**config.mk**
```make
export PLATFORM = sky130hd
export DESIGN_NAME = phase_tagged_ring_consumer
export DESIGN_NICKNAME = d
export VERILOG_FILES = /design/src/design/ptrc_pkg.sv /design/src/design/ptrc_front.sv /design/src/design/ptrc_queue.sv /design/src/design/ptrc_back.sv /design/src/design/phase_tagged_ring_consumer.sv
export VERILOG_INCLUDE_DIRS = /design/src /design/src/design
export SDC_FILE = /design/constraint.sdc
export NUM_CORES = 1
export LEC_CHECK = 0
export BUFFER_PORTS_ARGS = -buffer_cell sky130_fd_sc_hd__buf_2
export CAP_MARGIN = 20
export CORE_UTILIZATION = 25
export DETAILED_ROUTE_END_ITERATION = 8
export GPL_ROUTABILITY_DRIVEN = 0
export PLACE_DENSITY = 0.43
export SYNTH_ARGS = -nofsm -noshare
export SYNTH_HDL_FRONTEND = slang
export SYNTH_SLANG_ARGS = --single-unit
```
**constraint.sdc**
```tcl
create_clock -name clk -period 5.3 [get_ports clk]
set_input_delay 0.265 -clock clk [delete_from_list [all_inputs] [get_ports clk]]
set_output_delay 0.265 -clock clk [all_outputs]
set_load 0.02 [all_outputs]
```
**src/design/phase_tagged_ring_consumer_assert.svh**
```systemverilog
// Assertion macros shared by the ring consumer RTL.
`ifndef PHASE_TAGGED_RING_CONSUMER_ASSERT_SVH
`define PHASE_TAGGED_RING_CONSUMER_ASSERT_SVH

`ifndef SYNTHESIS
// Same-cycle implication, disabled while reset is asserted.
`define PTRC_ASSERT_NOW(lbl, clk, rstn, ante, cons) \
  lbl: assert property (@(posedge clk) disable iff (!rstn) (ante) |-> (cons)) \
    else $error("ptrc assertion failed");
// Next-cycle implication, disabled while reset is asserted.
`define PTRC_ASSERT_NEXT(lbl, clk, rstn, ante, cons) \
  lbl: assert property (@(posedge clk) disable iff (!rstn) (ante) |=> (cons)) \
    else $error("ptrc assertion failed");
`else
`define PTRC_ASSERT_NOW(lbl, clk, rstn, ante, cons)
`define PTRC_ASSERT_NEXT(lbl, clk, rstn, ante, cons)
`endif

`endif

```
**src/design/ptrc_pkg.sv**
```systemverilog
// Types and constants shared by the ring consumer modules.
`default_nettype none
package ptrc_pkg;

  localparam int unsigned TAG_MSB = 31;
  localparam int unsigned TAG_LSB = 29;

  typedef enum logic {
    ACT_CONSUME = 1'b0,
    ACT_FLUSH   = 1'b1
  } ptrc_action_t;

  typedef enum logic [1:0] {
    ST_OK          = 2'd0,
    ST_UNAVAILABLE = 2'd1,
    ST_REFUSED     = 2'd2,
    ST_DB_FAIL     = 2'd3
  } ptrc_status_t;

  typedef enum logic {
    CFG_DOORBELL_BASE = 1'b0,
    CFG_COUNT_ENABLE  = 1'b1
  } ptrc_cfg_idx_t;

  // One classified beat as it waits in the queue.
  typedef struct packed {
    ptrc_action_t act;
    logic [2:0]   tag;
    logic [31:0]  avail;
    logic [31:0]  seqw;
    logic         consume_ok;
    logic         write_ok;
  } ptrc_item_t;

  // Queue status seen by front and back.
  typedef struct packed {
    logic full;
    logic empty;
  } ptrc_qstat_t;

endpackage
`default_nettype wire

```
**src/design/ptrc_front.sv**
```systemverilog
// Front end: accept input beats and classify them for the queue.
`default_nettype none
`include "phase_tagged_ring_consumer_assert.svh"
module ptrc_front import ptrc_pkg::*; (
  input  wire logic        clk,
  input  wire logic        rst_n,
  input  wire logic        in_valid,
  output logic             in_stall,
  input  wire logic        in_action,
  input  wire logic [31:0] in_availability_word,
  input  wire logic [31:0] in_sequence_word,
  input  wire logic        in_consume_ok,
  input  wire logic        in_write_ok,
  input  wire ptrc_qstat_t qstat,
  output logic             push,
  output ptrc_item_t       push_item
);

  assign in_stall = qstat.full;
  assign push     = in_valid && !qstat.full;

  always_comb begin
    push_item.act        = ptrc_action_t'(in_action);
    push_item.tag        = in_availability_word[TAG_MSB:TAG_LSB];
    push_item.avail      = in_availability_word;
    push_item.seqw       = in_sequence_word;
    push_item.consume_ok = in_consume_ok;
    push_item.write_ok   = in_write_ok;
  end

  `PTRC_ASSERT_NOW(a_push_not_full, clk, rst_n, push, !qstat.full)

endmodule
`default_nettype wire

```
**src/design/ptrc_queue.sv**
```systemverilog
// Two-entry queue between the front and back ends.
`default_nettype none
module ptrc_queue import ptrc_pkg::*; (
  input  wire logic       clk,
  input  wire logic       rst_n,
  input  wire logic       push,
  input  wire ptrc_item_t push_item,
  input  wire logic       pop,
  output ptrc_item_t      head,
  output ptrc_qstat_t     qstat
);

  ptrc_item_t mem_r [2];
  logic       wr_ptr_r;
  logic       rd_ptr_r;
  logic [1:0] cnt_r;
  logic [1:0] cnt_nxt;

  assign head        = mem_r[rd_ptr_r];
  assign qstat.full  = (cnt_r == 2'd2);
  assign qstat.empty = (cnt_r == 2'd0);

  always_comb begin
    cnt_nxt = cnt_r;
    if (push && !pop) begin
      cnt_nxt = cnt_r + 2'd1;
    end else if (pop && !push) begin
      cnt_nxt = cnt_r - 2'd1;
    end
  end

  always_ff @(posedge clk) begin
    if (push) begin
      mem_r[wr_ptr_r] <= push_item;
    end
  end

  always_ff @(posedge clk) begin
    if (!rst_n) begin
      wr_ptr_r <= 1'b0;
      rd_ptr_r <= 1'b0;
      cnt_r    <= 2'd0;
    end else begin
      if (push) begin
        wr_ptr_r <= ~wr_ptr_r;
      end
      if (pop) begin
        rd_ptr_r <= ~rd_ptr_r;
      end
      cnt_r <= cnt_nxt;
    end
  end

endmodule
`default_nettype wire

```
**src/design/ptrc_back.sv**
```systemverilog
// Back end: ring state, doorbell decisions, configuration and result register.
`default_nettype none
`include "phase_tagged_ring_consumer_assert.svh"
module ptrc_back import ptrc_pkg::*; #(
  parameter int unsigned RING_DEPTH       = 256,
  parameter int unsigned PUBLISH_INTERVAL = 8,
  parameter int unsigned INDEX_OFFSET     = 8
) (
  input  wire logic        clk,
  input  wire logic        rst_n,
  input  wire logic        cfg_we,
  input  wire logic        cfg_index,
  input  wire logic [31:0] cfg_data,
  input  wire ptrc_item_t  head,
  input  wire ptrc_qstat_t qstat,
  output logic             pop,
  output logic             out_valid,
  input  wire logic        out_stall,
  output logic [1:0]       out_status,
  output logic             out_consumed,
  output logic [7:0]       out_entry_index,
  output logic [31:0]      out_entry_low,
  output logic [31:0]      out_entry_high,
  output logic             out_doorbell_write,
  output logic [31:0]      out_doorbell_address,
  output logic [7:0]       out_doorbell_value,
  output logic [7:0]       out_next_index,
  output logic [2:0]       out_expected_tag,
  output logic [31:0]      out_seen_count,
  output logic [31:0]      out_flush_count
);

  localparam logic [3:0]  PubLevel = 4'(PUBLISH_INTERVAL);
  localparam logic [31:0] RingLim  = 32'(RING_DEPTH);
  localparam logic [31:0] DbOffset = 32'(INDEX_OFFSET);

  logic [31:0] db_base_r;
  logic        cnt_en_r;

  logic [7:0]  pos_r, pos_nxt;
  logic [2:0]  gen_r, gen_nxt;
  logic [3:0]  pend_r, pend_nxt;
  logic [7:0]  last_idx_r, last_idx_nxt;
  logic        liv_r, liv_nxt;
  logic [31:0] seen_r, seen_nxt;
  logic [31:0] forced_r, forced_nxt;

  logic         out_valid_r, out_valid_nxt;
  ptrc_status_t st_r, st_nxt;
  logic         cons_r, cons_nxt;
  logic [7:0]   idx_r;
  logic [31:0]  lo_r, lo_nxt;
  logic [31:0]  hi_r, hi_nxt;
  logic         dbw_r, dbw_nxt;
  logic [31:0]  dba_r, dba_nxt;
  logic [7:0]   dbv_r, dbv_nxt;

  logic [8:0]  pos_inc;
  logic        wrap;
  logic [31:0] db_addr;
  logic [3:0]  pend_inc;
  logic        go;

  assign pop           = !qstat.empty && (!out_valid_r || !out_stall);
  assign out_valid_nxt = pop || (out_valid_r && out_stall);

  assign pos_inc  = {1'b0, pos_r} + 9'd1;
  assign wrap     = (32'(pos_inc) >= RingLim) || pos_inc[8];
  assign db_addr  = db_base_r + DbOffset;

  always_comb begin
    pos_nxt      = pos_r;
    gen_nxt      = gen_r;
    pend_nxt     = pend_r;
    last_idx_nxt = last_idx_r;
    liv_nxt      = liv_r;
    seen_nxt     = seen_r;
    forced_nxt   = forced_r;
    st_nxt       = ST_OK;
    cons_nxt     = 1'b0;
    lo_nxt       = '0;
    hi_nxt       = '0;
    dbw_nxt      = 1'b0;
    dba_nxt      = '0;
    dbv_nxt      = '0;
    go           = 1'b0;
    pend_inc     = '0;
    case (head.act)
      ACT_FLUSH: begin
        if (pend_r != 4'd0) begin
          if (!liv_r) begin
            st_nxt = ST_DB_FAIL;
          end else begin
            dbw_nxt = 1'b1;
            dba_nxt = db_addr;
            dbv_nxt = last_idx_r;
            if (head.write_ok) begin
              pend_nxt   = 4'd0;
              forced_nxt = forced_r + 32'd1;
            end else begin
              st_nxt = ST_DB_FAIL;
            end
          end
        end
      end
      ACT_CONSUME: begin
        go = 1'b1;
        // Retry an overdue doorbell before looking at the entry.
        if (pend_r >= PubLevel) begin
          if (!liv_r) begin
            go     = 1'b0;
            st_nxt = ST_DB_FAIL;
          end else begin
            dbw_nxt = 1'b1;
            dba_nxt = db_addr;
            dbv_nxt = last_idx_r;
            if (head.write_ok) begin
              pend_nxt = 4'd0;
            end else begin
              go     = 1'b0;
              st_nxt = ST_DB_FAIL;
            end
          end
        end
        if (go) begin
          if (head.tag != gen_r) begin
            st_nxt = ST_UNAVAILABLE;
          end else begin
            if (cnt_en_r) begin
              seen_nxt = seen_r + 32'd1;
            end
            lo_nxt = head.seqw;
            hi_nxt = head.avail;
            if (!head.consume_ok) begin
              st_nxt = ST_REFUSED;
            end else begin
              cons_nxt     = 1'b1;
              last_idx_nxt = pos_r;
              liv_nxt      = 1'b1;
              if (wrap) begin
                pos_nxt = 8'd0;
                gen_nxt = head.tag + 3'd1;
              end else begin
                pos_nxt = pos_inc[7:0];
              end
              pend_inc = pend_nxt + 4'd1;
              pend_nxt = pend_inc;
              if (pend_inc >= PubLevel) begin
                dbw_nxt = 1'b1;
                dba_nxt = db_addr;
                dbv_nxt = pos_r;
                if (head.write_ok) begin
                  pend_nxt = 4'd0;
                end else begin
                  st_nxt = ST_DB_FAIL;
                end
              end
            end
          end
        end
      end
      default: begin
        st_nxt = ST_OK;
      end
    endcase
  end

  always_ff @(posedge clk) begin
    if (!rst_n) begin
      db_base_r <= '0;
      cnt_en_r  <= 1'b0;
    end else if (cfg_we) begin
      case (ptrc_cfg_idx_t'(cfg_index))
        CFG_DOORBELL_BASE: db_base_r <= cfg_data;
        CFG_COUNT_ENABLE:  cnt_en_r  <= cfg_data[0];
        default:           cnt_en_r  <= cnt_en_r;
      endcase
    end
  end

  always_ff @(posedge clk) begin
    if (!rst_n) begin
      pos_r       <= '0;
      gen_r       <= '0;
      pend_r      <= '0;
      last_idx_r  <= '0;
      liv_r       <= 1'b0;
      seen_r      <= '0;
      forced_r    <= '0;
      out_valid_r <= 1'b0;
    end else begin
      out_valid_r <= out_valid_nxt;
      if (pop) begin
        pos_r      <= pos_nxt;
        gen_r      <= gen_nxt;
        pend_r     <= pend_nxt;
        last_idx_r <= last_idx_nxt;
        liv_r      <= liv_nxt;
        seen_r     <= seen_nxt;
        forced_r   <= forced_nxt;
      end
    end
  end

  always_ff @(posedge clk) begin
    if (pop) begin
      st_r   <= st_nxt;
      cons_r <= cons_nxt;
      idx_r  <= pos_r;
      lo_r   <= lo_nxt;
      hi_r   <= hi_nxt;
      dbw_r  <= dbw_nxt;
      dba_r  <= dba_nxt;
      dbv_r  <= dbv_nxt;
    end
  end

  assign out_valid            = out_valid_r;
  assign out_status           = st_r;
  assign out_consumed         = cons_r;
  assign out_entry_index      = idx_r;
  assign out_entry_low        = lo_r;
  assign out_entry_high       = hi_r;
  assign out_doorbell_write   = dbw_r;
  assign out_doorbell_address = dba_r;
  assign out_doorbell_value   = dbv_r;
  assign out_next_index       = pos_r;
  assign out_expected_tag     = gen_r;
  assign out_seen_count       = seen_r;
  assign out_flush_count      = forced_r;

  `PTRC_ASSERT_NOW(a_pend_bounded, clk, rst_n, 1'b1, pend_r <= PubLevel)
  `PTRC_ASSERT_NOW(a_consumed_last_idx, clk, rst_n, out_valid_r && cons_r, last_idx_r == idx_r && liv_r)
  `PTRC_ASSERT_NEXT(a_pop_fills_out, clk, rst_n, pop, out_valid_r)
  `PTRC_ASSERT_NOW(a_consumed_status, clk, rst_n, out_valid_r && cons_r, st_r == ST_OK || st_r == ST_DB_FAIL)

endmodule
`default_nettype wire

```
**src/design/phase_tagged_ring_consumer.sv**
```systemverilog
// Top level of the phase-tagged descriptor ring consumer.
// Usage:
//   Input channel (in_*): one beat per descriptor read at the current ring index,
//   or a flush request (in_action = 1). A beat is taken when in_valid is high and
//   in_stall is low. The front end tags each beat and parks it in a two-entry
//   queue; the back end owns the ring index, generation tag, pending count,
//   doorbell logic and counters, and writes one result beat per input beat into
//   an output register.
//   Output channel (out_*): one result per input beat, taken when out_valid is
//   high and out_stall is low.
//   An accepted beat is stored in a queue entry and then popped into the result
//   register. Throughput: one beat per cycle while out_stall stays low.
//   Receiver stall: the result register holds; the queue absorbs up to two more
//   beats, then in_stall rises until the receiver drains.
//   Configuration (cfg_*): write doorbell_base (index 0) or count_enable
//   (index 1) only while the block is idle.
//   Reset (rst_n low, synchronous): ring state, counters, configuration and the
//   queue clear at once; no clearing pass.
`default_nettype none
module phase_tagged_ring_consumer import ptrc_pkg::*; #(
  parameter int unsigned RING_DEPTH       = 256,
  parameter int unsigned PUBLISH_INTERVAL = 8,
  parameter int unsigned INDEX_OFFSET     = 8
) (
  input  wire logic        clk,
  input  wire logic        rst_n,
  input  wire logic        cfg_we,
  input  wire logic        cfg_index,
  input  wire logic [31:0] cfg_data,
  input  wire logic        in_valid,
  output logic             in_stall,
  input  wire logic        in_action,
  input  wire logic [31:0] in_availability_word,
  input  wire logic [31:0] in_sequence_word,
  input  wire logic        in_consume_ok,
  input  wire logic        in_write_ok,
  output logic             out_valid,
  input  wire logic        out_stall,
  output logic [1:0]       out_status,
  output logic             out_consumed,
  output logic [7:0]       out_entry_index,
  output logic [31:0]      out_entry_low,
  output logic [31:0]      out_entry_high,
  output logic             out_doorbell_write,
  output logic [31:0]      out_doorbell_address,
  output logic [7:0]       out_doorbell_value,
  output logic [7:0]       out_next_index,
  output logic [2:0]       out_expected_tag,
  output logic [31:0]      out_seen_count,
  output logic [31:0]      out_flush_count
);

  ptrc_item_t  push_item;
  ptrc_item_t  head;
  ptrc_qstat_t qstat;
  logic        push;
  logic        pop;

  // Classify beats and push them while the queue has room.
  ptrc_front u_front (
    .clk                  (clk),
    .rst_n                (rst_n),
    .in_valid             (in_valid),
    .in_stall             (in_stall),
    .in_action            (in_action),
    .in_availability_word (in_availability_word),
    .in_sequence_word     (in_sequence_word),
    .in_consume_ok        (in_consume_ok),
    .in_write_ok          (in_write_ok),
    .qstat                (qstat),
    .push                 (push),
    .push_item            (push_item)
  );

  // Decouple the two ends so each can stall on its own.
  ptrc_queue u_queue (
    .clk       (clk),
    .rst_n     (rst_n),
    .push      (push),
    .push_item (push_item),
    .pop       (pop),
    .head      (head),
    .qstat     (qstat)
  );

  // Advance ring state and register one result per popped beat.
  ptrc_back #(
    .RING_DEPTH       (RING_DEPTH),
    .PUBLISH_INTERVAL (PUBLISH_INTERVAL),
    .INDEX_OFFSET     (INDEX_OFFSET)
  ) u_back (
    .clk                  (clk),
    .rst_n                (rst_n),
    .cfg_we               (cfg_we),
    .cfg_index            (cfg_index),
    .cfg_data             (cfg_data),
    .head                 (head),
    .qstat                (qstat),
    .pop                  (pop),
    .out_valid            (out_valid),
    .out_stall            (out_stall),
    .out_status           (out_status),
    .out_consumed         (out_consumed),
    .out_entry_index      (out_entry_index),
    .out_entry_low        (out_entry_low),
    .out_entry_high       (out_entry_high),
    .out_doorbell_write   (out_doorbell_write),
    .out_doorbell_address (out_doorbell_address),
    .out_doorbell_value   (out_doorbell_value),
    .out_next_index       (out_next_index),
    .out_expected_tag     (out_expected_tag),
    .out_seen_count       (out_seen_count),
    .out_flush_count      (out_flush_count)
  );

endmodule
`default_nettype wire

```
==> results.ini <==
[power_and_ir_drop]
p_int_mw=6.13
power.density_nw_per_um2=450
p_clk_frac=0.326
ir_drop_mv=0.255
switching_share=0.321
p_seq_frac=0.449
p_comb_frac=0.226
power.leakage_nw=7.27
switchingPower_mw=2.91

[global_routing]
grt_pass1_vias=11300
grt_first_pass_wirelength_mm=65.5
antenna_found_initial=8
grt_max_degree=67
grt_overflow=0
grt_usage=0.134

[critical_path]
crit_path_frequent_cell=mux2i_1
cp_max_fo=61
cp-end-kind=register
critPathLaunchType=register
cp_slowest_cell=nor3_2
r2r-end=u_back.last_idx_r[1]$_SDFFE_PN0P_
cp_data_arrival_time_ns=3.73
path_cells=mux2i_1 -> xor2_1 -> nand4_1 -> buf_4 -> nor3_2 -> mux2i_1
cp.required_ns=5.79
ff2ff_path_depth=6
slowest_delay_ns=0.87
crit_buf_inv=1
path_delay_family=simple AND/OR/NAND/NOR gates
r2r_setup_slack_ns=2.06
path_class=reg2reg

[route]
ant_nets=0
vias_per_cell=4.55
initialDrtViolationCount=532
vias=11300
firstDrtPassIters=5
totalWireLength_mm=43.0
drc=0
avgRoutedWirePerCell_um=17.3

[place]
dp_slack_ns=2.03
dpl.hpwl_mm=28.0
numPortBuffers=297

[cts]
post_cts.resized_instances=0
cts.sink_count=377
cts_buffer_depth=3
clk_latency_ns=0.59
clockRootBuffer=clkbuf_16
cts_tree=done
cts_buffers=44
clk_pin_slew_worst_paths_ns=0.06
htreeDepth=2

[timing]
drv_slew=0
finalHoldViolCount=0
setup_viol=0
rsz0062_at_grt=no
period_needed_ns=3.24
finalSetupTns_ns=0
fin_ws_ns=2.06
relSlewSlack=0.312
fin_crit_sh=0.612
tightest_slew_ns=1.03
skew_ns=0.0265
fmax_ghz=0.308

[run_status]
status=complete, no violations

[floorplan]
rows=90
die_h_um=249
coreArea_um2=60500
start_util=0.253
dieArea_um2=62200
fp.dieW_um=249
ios=298

[layout]
area_growth_pct=31.3
layout-drive-gt1-share=0.227
fillers=6073
final_nets=1775

[synth]
ys_seq_area_frac=0.657
yosysWarnings=0
synth_top_flop_cell=edfxtp_1
syn_nets=1383
ys_ff_latch=377
syn_area_per_cell_um2=12.0
synth_edf_count=250
syn_area_um2=15300
syn_inst=1271
synthArstFlopShare=0
synth.distinct_cells=47

[worst_hold_path]
holdPathStages=4
hp-start=in_valid
hp-class=in2reg
min_to=u_queue.wr_ptr_r$_SDFFE_PN0P_

[run]
maxCapViolCount=0

state kept, by name (all words and copies together), names as in the netlist, 3 cells and up, named ones only:
register,count
u_back.out_entry_index,8
u_back.out_entry_high,32
u_back.out_expected_tag,3
u_back.out_doorbell_address,32
u_queue.mem_r,134
u_back.last_idx_r,8
u_back.pend_r,4
u_back.out_doorbell_value,8
u_back.db_base_r,32
u_back.out_flush_count,32
u_back.out_next_index,8
u_back.out_seen_count,32
u_back.out_entry_low,32
repair_timing:
item / 4_1_cts / 5_1_grt
setup buffers: 0 / 0
hold endpoints to repair: 168 / 0
hold buffers: 103 / 0
cells in the final DEF, fill, tap and decap left out, drive strengths merged, types with 3 or more instances in the layout:
cell         Yosys  routed
and3            12      12
nand2b          37      37
nand3           56      56
clkbuf          58      67
nor3            14      14
o311ai          13      13
dfxtp          127     127
or4             16      16
nor4            23      23
o21ai           26      26
diode            0       5
o41ai           14      14
xnor2           29      29
and4            13      13
mux2i           99      99
inv             15      17
buf             11     312
mux2             3       3
nand4           24      24
nor2b            5       5
and2             7       7
edfxtp         250     250
a22o             8       8
dlygate4sd3      0     103
a21oi           75      75
or3             21      21
clkinv           2      13
nor2           122     122
xor2            10      10
ha               7       7
o31ai           12      12
o22ai            3       3
nand2          144     144
cells in the mapped netlist (14+ instances only):
cell type | count | area [µm²]
edfxtp_1 | 250 | 7510
nand4_1 | 24 | 150
nor4_1 | 23 | 144
clkbuf_1 | 58 | 218
nor2_1 | 122 | 458
dfxtp_1 | 127 | 2540
nand3_1 | 55 | 275
nor3_1 | 14 | 70.1
o41ai_1 | 14 | 123
inv_1 | 15 | 56.3
o21ai_0 | 26 | 130
xnor2_1 | 29 | 254
mux2i_1 | 99 | 991
or3_1 | 21 | 131
nand2b_1 | 37 | 231
a21oi_1 | 75 | 375
nand2_1 | 143 | 537
or4_1 | 16 | 120
per-stage QoR:
stage	cell area [µm²]	utilization	total power, mW	hold WS, ns	std cells
global placement	17600	0.292	6.13	0.442	2295
finish	20100	0.332	9.04	0.161	2485
CTS	20100	0.332	9.23	0.102	2479
floorplan	15300	-	5.38	0.364	1271
global route	20100	0.332	9.50	0.183	2485
detailed placement	17600	0.292	6.15	0.454	2295
tightest hold or removal path, cell delays in order:
cell     delay [ns]
buf_2          0.11
nand2_1        0.15
xor2_1         0.09
nor2_1         0.08
area by class of cell:
type                            instances  area [µm²]  share of cell area
Multi-Input combinational cell        808        4940               0.246
Inverter                               17        68.8             0.00342
Clock inverter                         14         153             0.00759
Tap cell                              782         978              0.0487
Sequential cell                       377       10100               0.500
Timing Repair Buffer                  415        2630               0.131
Clock buffer                           67        1260              0.0627
Antenna cell                            5        12.5            0.000622
routing by layer:
layer | global-route usage | share of wire | vias to the layer above
li1 | - | - | 5483
met1 | 0.168 | 0.44 | 5451
met2 | 0.221 | 0.47 | 298
met3 | 0.0411 | 0.069 | 68
met4 | 0.0413 | 0.022 | 4
met5 | 0 | 0.00053 | -
logic make-up after synthesis:
family          Yosys count  share of synthesized area
xor+xnor                 39                     0.0223
mux                     102                     0.0672
flops                   377                      0.657
simple gates            498                      0.159
compound gates          162                     0.0664
fa+ha+maj                 7                    0.00572
buf+inv                  86                     0.0224
worst max-delay path by stage:
stage,from,to,slack [ns],depth (start not counted)
3_5_place_dp,register,u_back.last_idx_r[1]$_SDFFE_PN0P_,2.03,6
3_3_place_gp,out_stall,u_back.out_flush_count[31]$_SDFFE_PN0P_,2.11,7
2_1_floorplan,u_back.out_valid$_SDFF_PN0_,u_back.out_flush_count[23]$_SDFFE_PN0P_,0.59,8
4_1_cts,register,u_back.last_idx_r[1]$_SDFFE_PN0P_,2.02,6
5_1_grt,u_queue.cnt_r[0]$_SDFFE_PN0P_,u_back.out_flush_count[15]$_SDFFE_PN0P_,1.79,6
6_report,register,u_back.last_idx_r[1]$_SDFFE_PN0P_,2.06,6
power by group through the flow:
stage / combinational [mW] / clock, mW / sequential, mW
6_report: 2.04 / 2.94 / 4.05
5_1_grt: 2.22 / 3.17 / 4.12
4_1_cts: 2.10 / 3.07 / 4.07
3_5_place_dp: 2.03 / 0 / 4.12
3_3_place_gp: 2.02 / 0 / 4.11
2_1_floorplan: 0.862 / 0 / 4.52
Power figures use the tool's default switching activity.
